$ cat src/rtl/core/hbte_pkg.sv
// ----------------------------------------------------------------------------
// hbte_pkg
// Shared types, codes and character lookups for the hex / base64 text encoder.
// ----------------------------------------------------------------------------
package hbte_pkg;

	// Mode register codes. Code 3 behaves as pass-through.
	localparam logic [1:0] MODE_PASS = 2'd0;
	localparam logic [1:0] MODE_HEX  = 2'd1;
	localparam logic [1:0] MODE_B64  = 2'd2;

	localparam logic [7:0] PAD_CHAR = 8'h3D;  // '='

	// What kind of text a queued job turns into.
	typedef enum logic [1:0] {
		KIND_PASS = 2'd0,
		KIND_HEX  = 2'd1,
		KIND_B64  = 2'd2
	} kind_t;

	// One queued job. The data byte, or the first byte of a base64 group,
	// sits in grp[23:16]. pad is the number of '=' characters that close a
	// base64 group (0, 1 or 2).
	typedef struct packed {
		kind_t       kind;
		logic [23:0] grp;
		logic [1:0]  pad;
		logic        last;
	} job_t;

	// Queue status seen by the front and back.
	typedef struct packed {
		logic full;
		logic empty;
	} fifo_stat_t;

	function automatic logic [7:0] hex_char(input logic [3:0] nib);
		logic [7:0] c;
		if (nib < 4'd10) begin
			c = 8'h30 + {4'd0, nib};
		end else begin
			c = 8'h57 + {4'd0, nib};  // 'a' - 10
		end
		return c;
	endfunction

	function automatic logic [7:0] b64_char(input logic [5:0] v);
		logic [7:0] c;
		priority if (v < 6'd26) begin
			c = 8'h41 + {2'd0, v};          // 'A'..'Z'
		end else if (v < 6'd52) begin
			c = 8'h47 + {2'd0, v};          // 'a' - 26
		end else if (v < 6'd62) begin
			c = {2'd0, v} - 8'd4;           // '0' - 52
		end else if (v == 6'd62) begin
			c = 8'h2B;                      // '+'
		end else begin
			c = 8'h2F;                      // '/'
		end
		return c;
	endfunction

endpackage

$ cat src/rtl/core/hex_base64_text_encoder.sv
// ----------------------------------------------------------------------------
// hex_base64_text_encoder
// Byte stream to text encoder: pass-through, lowercase hex or padded base64.
// ----------------------------------------------------------------------------
// Bytes come in on a valid/ready channel with a last mark and leave as ASCII
// characters on a second valid/ready channel; the final character of the text
// carries char_last. The mode register (0 pass-through, 1 lowercase hex,
// 2 base64 with '=' padding, 3 acts as pass-through) is written through
// cfg_we/cfg_wdata; the user must do so only while the block is idle, as
// the block does not enforce it. Every write drops a partial base64 group.
// Output runs at one character per cycle from the single output register
// unless out_ready stalls it; a byte gives one character in pass-through,
// two in hex, and a base64 group of three bytes gives four. Input is taken
// every cycle while the job queue (QUEUE_DEPTH entries) has room. A full
// queue holds back every byte, including the first two bytes of a base64
// group that would only be stored, so a stalled output side does reach the
// input. A byte's first character goes from the job queue into the output
// register that drives char_out. No clearing pass after reset.
// ----------------------------------------------------------------------------
module hex_base64_text_encoder #(
	parameter int QUEUE_DEPTH = 2
) (
	input  logic       clk,
	input  logic       arst_n,
	input  logic       cfg_we,
	input  logic [1:0] cfg_wdata,
	input  logic       in_valid,
	output logic       in_ready,
	input  logic [7:0] data_byte,
	input  logic       last,
	output logic       out_valid,
	input  logic       out_ready,
	output logic [7:0] char_out,
	output logic       char_last
);
	import hbte_pkg::*;

	job_t       push_job;
	job_t       head_job;
	fifo_stat_t fifo_stat;
	logic       push;
	logic       pop;

	// Front end: mode register, base64 group collection, job creation.
	hbte_front u_front (
		.clk       (clk),
		.arst_n    (arst_n),
		.cfg_we    (cfg_we),
		.cfg_wdata (cfg_wdata),
		.in_valid  (in_valid),
		.in_ready  (in_ready),
		.data_byte (data_byte),
		.last      (last),
		.fifo_stat (fifo_stat),
		.push      (push),
		.push_job  (push_job)
	);

	// Job queue decouples byte intake from character output.
	hbte_fifo #(
		.DEPTH (QUEUE_DEPTH)
	) u_fifo (
		.clk      (clk),
		.arst_n   (arst_n),
		.push     (push),
		.push_job (push_job),
		.pop      (pop),
		.head_job (head_job),
		.stat     (fifo_stat)
	);

	// Back end: one character per cycle into the output register unless stalled.
	hbte_back u_back (
		.clk       (clk),
		.arst_n    (arst_n),
		.head_job  (head_job),
		.fifo_stat (fifo_stat),
		.pop       (pop),
		.out_valid (out_valid),
		.out_ready (out_ready),
		.char_out  (char_out),
		.char_last (char_last)
	);

endmodule

$ cat src/rtl/core/hbte_front.sv
// ----------------------------------------------------------------------------
// hbte_front
// Takes input words, holds partial base64 groups and queues encode jobs.
// ----------------------------------------------------------------------------
module hbte_front (
	input  logic                clk,
	input  logic                arst_n,
	input  logic                cfg_we,
	input  logic [1:0]          cfg_wdata,
	input  logic                in_valid,
	output logic                in_ready,
	input  logic [7:0]          data_byte,
	input  logic                last,
	input  hbte_pkg::fifo_stat_t fifo_stat,
	output logic                push,
	output hbte_pkg::job_t      push_job
);
	import hbte_pkg::*;

	logic [1:0]  mode_q;
	logic [15:0] held_bytes_q;
	logic [1:0]  held_count_q;
	logic        accept;
	logic        absorb;

	assign in_ready = !fifo_stat.full;
	assign accept   = in_valid && in_ready;

	// In base64 mode the first two bytes of a group are only stored, unless last is set.
	assign absorb = (mode_q == MODE_B64) && (held_count_q < 2'd2) && !last;
	assign push   = accept && !absorb;

	always_comb begin
		push_job      = '0;
		push_job.last = last;
		unique case (mode_q)
			MODE_HEX: begin
				push_job.kind = KIND_HEX;
				push_job.grp  = {data_byte, 16'd0};
			end
			MODE_B64: begin
				push_job.kind = KIND_B64;
				unique case (held_count_q)
					2'd0: begin
						push_job.grp = {data_byte, 16'd0};
						push_job.pad = 2'd2;
					end
					2'd1: begin
						push_job.grp = {held_bytes_q[15:8], data_byte, 8'd0};
						push_job.pad = 2'd1;
					end
					default: begin
						push_job.grp = {held_bytes_q, data_byte};
						push_job.pad = 2'd0;
					end
				endcase
			end
			default: begin
				push_job.kind = KIND_PASS;
				push_job.grp  = {data_byte, 16'd0};
			end
		endcase
	end

	always_ff @(posedge clk or negedge arst_n) begin
		if (!arst_n) begin
			mode_q       <= MODE_PASS;
			held_bytes_q <= '0;
			held_count_q <= '0;
		end else if (cfg_we) begin
			mode_q       <= cfg_wdata;
			held_bytes_q <= '0;
			held_count_q <= '0;
		end else if (accept) begin
			if (absorb) begin
				if (held_count_q == 2'd0) begin
					held_bytes_q <= {data_byte, 8'd0};
				end else begin
					held_bytes_q <= {held_bytes_q[15:8], data_byte};
				end
				held_count_q <= held_count_q + 2'd1;
			end else begin
				held_bytes_q <= '0;
				held_count_q <= '0;
			end
		end
	end

	a_held_range: assert property (@(posedge clk) disable iff (!arst_n)
		held_count_q != 2'd3)
		else $error("held byte count out of range");

	a_last_clears: assert property (@(posedge clk) disable iff (!arst_n)
		accept && last && !cfg_we |=> held_count_q == 2'd0)
		else $error("held bytes survive a last word");

endmodule

$ cat src/rtl/core/hbte_fifo.sv
// ----------------------------------------------------------------------------
// hbte_fifo
// Short job queue between the front and the character back end.
// ----------------------------------------------------------------------------
module hbte_fifo #(
	parameter int DEPTH = 2
) (
	input  logic                 clk,
	input  logic                 arst_n,
	input  logic                 push,
	input  hbte_pkg::job_t       push_job,
	input  logic                 pop,
	output hbte_pkg::job_t       head_job,
	output hbte_pkg::fifo_stat_t stat
);
	import hbte_pkg::*;

	localparam int PW = (DEPTH > 1) ? $clog2(DEPTH) : 1;
	localparam int CW = $clog2(DEPTH + 1);
	localparam logic [PW-1:0] LAST_PTR = PW'(DEPTH - 1);
	localparam logic [CW-1:0] FULL_CNT = CW'(DEPTH);

	job_t          mem [DEPTH];
	logic [PW-1:0] wr_ptr_q;
	logic [PW-1:0] rd_ptr_q;
	logic [CW-1:0] count_q;
	logic          do_push;
	logic          do_pop;

	assign stat.full  = (count_q == FULL_CNT);
	assign stat.empty = (count_q == '0);
	assign do_push    = push && !stat.full;
	assign do_pop     = pop && !stat.empty;
	assign head_job   = mem[rd_ptr_q];

	always_ff @(posedge clk) begin
		if (do_push) begin
			mem[wr_ptr_q] <= push_job;
		end
	end

	always_ff @(posedge clk or negedge arst_n) begin
		if (!arst_n) begin
			wr_ptr_q <= '0;
			rd_ptr_q <= '0;
			count_q  <= '0;
		end else begin
			if (do_push) begin
				wr_ptr_q <= (wr_ptr_q == LAST_PTR) ? '0 : wr_ptr_q + PW'(1);
			end
			if (do_pop) begin
				rd_ptr_q <= (rd_ptr_q == LAST_PTR) ? '0 : rd_ptr_q + PW'(1);
			end
			if (do_push && !do_pop) begin
				count_q <= count_q + CW'(1);
			end else if (do_pop && !do_push) begin
				count_q <= count_q - CW'(1);
			end
		end
	end

	a_no_overflow: assert property (@(posedge clk) disable iff (!arst_n)
		stat.full && push && !pop |=> stat.full && $stable(wr_ptr_q))
		else $error("job queue overran");

endmodule

$ cat src/rtl/core/hbte_back.sv
// ----------------------------------------------------------------------------
// hbte_back
// Turns the queue head job into characters, one per cycle unless stalled.
// ----------------------------------------------------------------------------
module hbte_back (
	input  logic                 clk,
	input  logic                 arst_n,
	input  hbte_pkg::job_t       head_job,
	input  hbte_pkg::fifo_stat_t fifo_stat,
	output logic                 pop,
	output logic                 out_valid,
	input  logic                 out_ready,
	output logic [7:0]           char_out,
	output logic                 char_last
);
	import hbte_pkg::*;

	logic [1:0] idx_q;
	logic       out_valid_q;
	logic [7:0] char_q;
	logic       char_last_q;
	logic [1:0] final_idx;
	logic [5:0] sextet;
	logic [7:0] next_char;
	logic       fire;
	logic       at_end;

	always_comb begin
		unique case (head_job.kind)
			KIND_HEX: final_idx = 2'd1;
			KIND_B64: final_idx = 2'd3;
			default:  final_idx = 2'd0;
		endcase
	end

	always_comb begin
		unique case (idx_q)
			2'd0:    sextet = head_job.grp[23:18];
			2'd1:    sextet = head_job.grp[17:12];
			2'd2:    sextet = head_job.grp[11:6];
			default: sextet = head_job.grp[5:0];
		endcase
	end

	always_comb begin
		unique case (head_job.kind)
			KIND_HEX: begin
				next_char = (idx_q == 2'd0) ? hex_char(head_job.grp[23:20])
				                            : hex_char(head_job.grp[19:16]);
			end
			KIND_B64: begin
				if ((idx_q == 2'd2 && head_job.pad == 2'd2) ||
				    (idx_q == 2'd3 && head_job.pad != 2'd0)) begin
					next_char = PAD_CHAR;
				end else begin
					next_char = b64_char(sextet);
				end
			end
			default: next_char = head_job.grp[23:16];
		endcase
	end

	assign at_end    = (idx_q == final_idx);
	assign fire      = !fifo_stat.empty && (!out_valid_q || out_ready);
	assign pop       = fire && at_end;
	assign out_valid = out_valid_q;
	assign char_out  = char_q;
	assign char_last = char_last_q;

	always_ff @(posedge clk) begin
		if (fire) begin
			char_q      <= next_char;
			char_last_q <= head_job.last && at_end;
		end
	end

	always_ff @(posedge clk or negedge arst_n) begin
		if (!arst_n) begin
			idx_q       <= '0;
			out_valid_q <= 1'b0;
		end else if (fire) begin
			out_valid_q <= 1'b1;
			idx_q       <= at_end ? 2'd0 : idx_q + 2'd1;
		end else if (out_ready) begin
			out_valid_q <= 1'b0;
		end
	end

	a_idx_has_job: assert property (@(posedge clk) disable iff (!arst_n)
		idx_q != 2'd0 |-> !fifo_stat.empty)
		else $error("character index set without a job in the queue");

endmodule

$ cat config.mk
export PLATFORM = sky130hd
export DESIGN_NAME = hex_base64_text_encoder
export DESIGN_NICKNAME = d
export VERILOG_FILES = /design/src/rtl/core/hbte_pkg.sv /design/src/rtl/core/hex_base64_text_encoder.sv /design/src/rtl/core/hbte_front.sv /design/src/rtl/core/hbte_fifo.sv /design/src/rtl/core/hbte_back.sv
export SDC_FILE = /design/constraint.sdc
export NUM_CORES = 1
export LEC_CHECK = 0
export ABC_AREA = 1
export ABC_CLOCK_PERIOD_IN_PS = 6680
export BUFFER_PORTS_ARGS = -buffer_cell sky130_fd_sc_hd__buf_2
export CAP_MARGIN = 15
export CORE_ASPECT_RATIO = 1.1
export CORE_UTILIZATION = 50
export CTS_CLUSTER_DIAMETER = 40
export DETAILED_ROUTE_END_ITERATION = 7
export MAX_ROUTING_LAYER = met4
export PLACE_DENSITY = 0.67
export SYNTH_ARGS = -nofsm -noshare
export SYNTH_HDL_FRONTEND = slang
export SYNTH_SLANG_ARGS = --single-unit
export TNS_END_PERCENT = 100
$ cat constraint.sdc
create_clock -name clk -period 6.68 [get_ports clk]
set_clock_uncertainty 0.1 [all_clocks]
set_input_delay 1.002 -clock clk [delete_from_list [all_inputs] [get_ports clk]]
set_output_delay 1.002 -clock clk [all_outputs]
set_load 0.005 [all_outputs]
# [Yosys cells after proc, flatten, opt, wreduce, memory -nomap -nowiden]
# Memory sizes are Yosys's and may differ from the RTL's.
# Index checks and enable logic that the tools add are counted.
[classes] addsub=13 order_cmp=6 n_eq_ne=13 muxes=30 n_reduce_logical=30
[op_table] cell="one-hot mux 26 bit (2 select lines)" count=2
[op_table] cell="2-to-1 mux 16 bit" count=4
[op_table] cell="2-to-1 mux 8 bit" count=7
[op_table] cell="one-hot mux 6 bit (3 select lines)" count=1
[op_table] cell="adder 7 x 4 -> 8 bit (first input constant)" count=2
[op_table] cell="adder 7 x 6 -> 8 bit (first input constant)" count=2
[op_table] cell="one-hot mux 8 bit (2 select lines)" count=1
[op_table] cell="adder 6 x 4 -> 7 bit (first input constant)" count=2
[op_table] cell="2-to-1 mux 2 bit" count=7
[op_table] cell="logical AND 1 bit" count=13
[op_table] cell="equality test 2 bit (second input constant)" count=6
[op_table] cell="less-than comparator 6 bit (second input constant)" count=2
[op_table] cell="equality test 2 x 1 -> 1 bit (second input constant)" count=4
[op_table] cell="less-than comparator 4 bit (second input constant)" count=2
[op_table] cell="nonzero test 2 bit" count=4
[op_table] cell="logical NOT 1 bit" count=7
[op_table] cell="subtractor 6 x 3 -> 7 bit (second input constant)" count=1
[op_table] cell="adder 2 x 1 -> 2 bit (second input constant)" count=3
[op_table] cell="equality test 6 bit (second input constant)" count=1
[op_table] cell="logical NOT 2 bit" count=3
[op_table] cell="less-than comparator 6 x 5 -> 1 bit (second input constant)" count=1
[op_table] cell="2-to-1 mux 1 bit" count=6
[op_table] cell="one-hot mux 2 bit (2 select lines)" count=1
[op_table] cell="2-to-1 mux 3 bit" count=1
[op_table] cell="other kinds (7)" count=9
[totals] reg_bits=36 ramBits=58 in_bits=16 output_inout_bits=11 mem_count=1
[memory_table] memory="u_fifo.mem" depth=2 word_bits=29 rd=1 rd_ports_with_merged_regs=0 write_ports=1 line_no="hbte_fifo.sv:23" rtl="job_t mem [DEPTH];"

# [Depth between registers and ports, before layout]
[depth] word_depth=10 ltp_mapped=19

# [Modules after synthesis]
# Synthesis repeated with hierarchy kept, for this count alone.
[hier_totals] hier_cells=611 hier_area_um2=5301.3
[modules_own_cells] module="hbte_fifo" instances=1 cells_each=183 area_each_um2=2332.2 seq_area_each_um2=1841.8
[modules_own_cells] module="hbte_front" instances=1 cells_each=203 area_each_um2=1506.4 seq_area_each_um2=500.5
[modules_own_cells] module="hbte_back" instances=1 cells_each=225 area_each_um2=1462.7 seq_area_each_um2=345.3

# [Worst setup path before layout]
# OpenSTA, ideal clock, no wires.
[synth_path] kind="input -> register" from="input in_valid" to="memory u_fifo.mem[1][0] (netlist name) (enable)" setup_ns=0.416 arrival_time_ns=2.687 path_slack_ns=3.476 cell_stages=4 path_cell_list="nand2_1 -> nor2_1 -> inv_1 -> nor2_1"
[synth_between] elab_chain_cells=5
[synth_rtl] item="start: declaration" line_no="hex_base64_text_encoder.sv:27" rtl="input logic in_valid,"
[synth_rtl] item="logical AND 1 bit" line_no="hbte_front.sv:27" rtl="assign accept = in_valid && in_ready;"
[synth_rtl] item="logical AND 1 bit" line_no="hbte_front.sv:31" rtl="assign push = accept && !absorb;"
[synth_rtl] item="logical AND 1 bit" line_no="hbte_fifo.sv:32" rtl="assign do_push = push && !stat.full;"
[synth_rtl] item="net u_fifo.do_push" line_no="hbte_fifo.sv:27" rtl="logic do_push;"
[synth_rtl] item="2-to-1 mux 1 bit" line_no="hbte_fifo.sv:37" rtl="if (do_push) begin"
[synth_rtl] item="2-to-1 mux 1 bit (implied by the code)" line_no="hbte_fifo.sv:38" rtl="mem[wr_ptr_q] <= push_job;"
[synth_rtl] item="end: declaration" line_no="hbte_fifo.sv:23"
# The timed path passes the listed nets, and every way through them passes these cells.

# [Worst setup path after layout]
[layout_path] from="register u_fifo.rd_ptr_q" to="register u_fifo.count_q[1]"
[layout_between] elab_chain_cells=9 word_cells_on_any_way=12
[layout_rtl] item="start: declaration" line_no="hbte_fifo.sv:25" rtl="logic [PW-1:0] rd_ptr_q;"
[layout_rtl] item="start signal: assignment" line_no="hbte_fifo.sv:52" rtl="rd_ptr_q <= (rd_ptr_q == LAST_PTR) ? '0 : rd_ptr_q + PW'(1);"
[layout_rtl] item="memory read (2 x 29 bit) (*)"
[layout_rtl] item="equality test 2 bit / equality test 2 x 1 -> 1 bit (equally long branches)" line_no="hbte_back.sv:29" rtl="unique case (head_job.kind)"
[layout_rtl] item="one-hot mux 2 bit (2 select lines) (*)" line_no="hbte_back.sv:29"
[layout_rtl] item="equality test 2 bit (*)" line_no="hbte_back.sv:63" rtl="assign at_end = (idx_q == final_idx);"
[layout_rtl] item="logical AND 1 bit (*)" line_no="hbte_back.sv:65" rtl="assign pop = fire && at_end;"
[layout_rtl] item="logical AND 1 bit (*)" line_no="hbte_fifo.sv:33" rtl="assign do_pop = pop && !stat.empty;"
[layout_rtl] item="logical NOT 1 bit" line_no="hbte_fifo.sv:54" rtl="if (do_push && !do_pop) begin"
[layout_rtl] item="logical AND 1 bit" line_no="hbte_fifo.sv:54"
[layout_rtl] item="2-to-1 mux 2 bit / nonzero test 2 bit (equally long branches)"
[layout_rtl] item="end signal: assignment" line_no="hbte_fifo.sv:55" rtl="count_q <= count_q + CW'(1);"
[layout_rtl] item="end signal: assignment" line_no="hbte_fifo.sv:57" rtl="count_q <= count_q - CW'(1);"
[layout_rtl] item="end: declaration" line_no="hbte_fifo.sv:26" rtl="logic [CW-1:0] count_q;"
# Every way passes the cells marked *; elsewhere a longest branch is shown, timed or not.
# A chain may end at the register's enable or synchronous reset.

==> results.cfg <==
[setup_path]
critPathLaunchType = flop
timing.critical_path.max_delay_family = flip-flops
crit_type = reg -> reg
end_kind = flop
cp.buffers_inverters = 4
cp_data_arrival_time_ps = 4210
critPathMostFrequentCell = inv_1
cp_max_fo = 32
cpPeakStageDelay_ps = 1000
worstPathCellList = inv_2 > or2_2 > o21ai_0 > inv_1 > ha_1 > inv_1 > nand2_1 > nand4_1 > nor2_1 > inv_1 > ha_1 > a21oi_1 > o21ai_0 > xnor2_1
slowest_stage = dfrtp_1
crit_required_ps = 6840

[hold_path]
timing.hold.worst.class = reg -> reg

[floorplanning]
core-area_um2 = 9790
chipHeight_um = 107
boundaryPins = 27
dieArea_um2 = 10500
num_rows = 38
die_width_um = 97.6
starting_density_of_the_core_pct = 51.3

[timing]
finalWorstSetupSlack_ps = 2630
max_slew.worst_pin.slew_ps = 992
unrepaired_setup_endpoints_after_global_routing = no
finalHoldViolations = 0
fmax_mhz = 247
max-slew-margin-rel_pct = 33.8
min_period_ps = 4050
setup-tns-final_ps = 0
min_period_over_period_pct = 60.6
final-max-slew-violation-count = 0
setup_viol_count_final = 0

[global_route]
maximum_number_of_pins_on_one_net_before_global_route_repair = 33
grt_pass1_wl_mm = 18.7
overflow = 0
grt_antenna_before_repair = 0
all_layer_global_routing_usage_pct = 23.8
grt_pass1_vias = 3870

[clock_tree]
post-cts-setup-buffer-count = 0
post_cts.resized_instances = 0
ctsLongestPathBuffers = 2
cts_hold_repair.buffers = 0
ctsHtreeMaxLevel = 3
cts_inserted_buffers = 9
cts_root_buf = clkbuf_8
clkSlewWorstSetupHoldPaths_ps = 90
cts_tree = built
insertion_delay_ps = 380
cts.sink_count = 94

[final_layout]
drive_above_1_share_pct = 12.1
utilization_pct = 56.0
layout-area-overhead-vs-synth_pct = 9.06
antenna-diode-count = 0
multi_input_comb_area_um2 = 1960
design.final.nets = 628
area.sequential_um2 = 2690
fill_cells = 894
final_area_um2 = 5480

[detailed_routing]
num_vias = 3834
routed_wirelength_mm = 11.1
detail_route.vias_per_cell = 5.35
drc = 0
drt-wirelength-per-cell_um = 15.5
firstDrtPassIters = 5
drt_iter0_drc = 230
postRouteAntennaNets = 0

[synth]
number_of_distinct_standard_cells_referenced_by_the_synthesized_netlist = 41
synthesis.area_per_instance_um2 = 8.96
mappedNetlistNets = 598
post_synth_inst_count = 561
synth_area_um2 = 5030
yosys_warnings = 0
ys_seq_area_share_pct = 53.5
synth-seq-cells = 94

[power_and_ir_drop]
clock_power_share_pct = 15.4
design_internal_power_mw = 1.41
combinationalPowerShare_pct = 51.5
power.density_nw_per_um2 = 474
netSwitchingFraction_pct = 45.9
max-vdd-ir-drop_uv = 193
seq_power_share_pct = 33.1
power.total_mw = 2.60
static-leakage-power_nw = 2.46
switching_power_summed_over_all_nets_mw = 1.19

[placement]
gp_congestion = 0.894
place.port_buffers = 26
hpwl_mm = 8.44
place_area_um2 = 5270
place_worst_setup_slack_ps = 2650

[run]
cap_viol_max_count = 0

[run_status]
status = completed
worst register-to-register path, cell delays in order (launching register included):
cell and delay (ps):
dfrtp_1 1000, inv_2 420, or2_2 390, o21ai_0 120
inv_1 80, ha_1 410, inv_1 180, nand2_1 100
nand4_1 190, nor2_1 220, inv_1 70, ha_1 320
a21oi_1 110, o21ai_0 110, xnor2_1 130
synth_stat cells (all sizes together):
| master | n | share of area (%) |
|---|---|---|
| xor2 | 5 | 0.87 |
| nand4 | 5 | 0.62 |
| ha | 21 | 5.2 |
| a21oi | 15 | 1.8 |
| edfxtp | 67 | 40 |
| nor4 | 1 | 0.12 |
| a31oi | 1 | 0.12 |
| o21ai | 44 | 4.9 |
| clkbuf | 4 | 0.30 |
| o21a | 1 | 0.17 |
| clkinv | 2 | 0.15 |
| xnor2 | 2 | 0.35 |
| inv | 85 | 6.4 |
| o22a | 1 | 0.17 |
| nor2 | 42 | 3.4 |
| o22ai | 15 | 1.9 |
| buf | 5 | 0.77 |
| a22oi | 8 | 1.2 |
| nand2 | 148 | 11 |
| nor3 | 5 | 0.50 |
| o32ai | 1 | 0.17 |
| dfrtp | 27 | 13 |
| or2 | 8 | 1.0 |
| o211ai | 4 | 0.70 |
| a211oi | 1 | 0.15 |
| nand3 | 43 | 4.3 |
stage by stage:
stage / std cells / hold WS (ps)
CTS: 716 / 409
global placement: 700 / 386
floorplan: 561 / 354
global route: 716 / 437
finish: 716 / 409
detailed placement: 700 / 387
sequential cells by signal, summed over array words and instances (netlist names):
name and cells:
u_back.char_last 1, u_back.char_out 8, u_back.idx_q 2, u_back.out_valid 1, u_fifo.count_q 2, u_fifo.mem 58
u_fifo.rd_ptr_q 1, u_fifo.wr_ptr_q 1, u_front.held_bytes_q 16, u_front.held_count_q 2, u_front.mode_q 2
cells by family (layout without fill, tap and decap cells):
family / Yosys count / in the layout / synth area share, %
AOI/OAI and AO/OA: 91 / 91 / 11.3
and+or+nand+nor: 252 / 252 / 21.2
DFF: 94 / 94 / 53.5
xor gates and xnor gates: 7 / 7 / 1.22
buffers and inverters: 96 / 131 / 7.62
adders and majority gates: 21 / 21 / 5.23
worst paths after layout:
check                      cells past startpoint  slack [ps]               from                        to
setup / recovery                              14        2630    u_fifo.rd_ptr_q         u_fifo.count_q[1]
hold / removal                                 1         410  u_fifo.count_q[0]         u_fifo.count_q[0]
setup reg to reg                              14        2630    u_fifo.rd_ptr_q         u_fifo.count_q[1]
hold reg to reg                                1         410  u_fifo.count_q[0]         u_fifo.count_q[0]
max in group asynchronous                      1        5530             arst_n  u_front.held_bytes_q[10]
min in group asynchronous                      1         530             arst_n   u_front.held_bytes_q[2]
placed cells by master, fill, tap and decap left out, types with 2 or more instances in the layout:
master	count
clkbuf_8	9
nor2_1	37
ha_1	21
clkinv_1	2
buf_4	2
inv_2	5
edfxtp_1	67
nand3_1	43
nand2_2	5
xnor2_1	2
o21ai_0	34
o22ai_1	15
or2_2	3
a21oi_1	13
inv_1	79
buf_2	26
o21ai_1	5
a22oi_1	8
nor3_1	5
xor2_1	5
inv_6	5
nor2_2	4
o21ai_2	4
dfrtp_1	27
nand2_1	143
nand4_1	5
o211ai_1	3
or2_1	4
routing by layer:
metal,vias up,routed length (um),GRT usage (%)
li1,1926,-,-
met1,1774,4860,28.3
met2,109,5610,40.5
met3,25,374,3.46
met4,0,276,10.4
met5,-,0,-
power by group through the flow:
stage / logic, mW / clock network, mW / registers [mW]
floorplan: 1.02 / 0 / 0.847
global placement: 1.30 / 0 / 0.870
detailed placement: 1.33 / 0 / 0.873
CTS: 1.34 / 0.409 / 0.860
global route: 1.53 / 0.433 / 0.876
finish: 1.34 / 0.399 / 0.860
layout make-up:
class | count | area share (%)
timing repair buffer | 28 | 2.65
clock buffer | 9 | 2.26
clock inverter | 7 | 1.55
inverter | 87 | 6.00
tap | 120 | 2.74
sequential | 94 | 49.0
multi-input combinational | 371 | 35.8
Note: power is estimated with default switching activity, not from simulation.
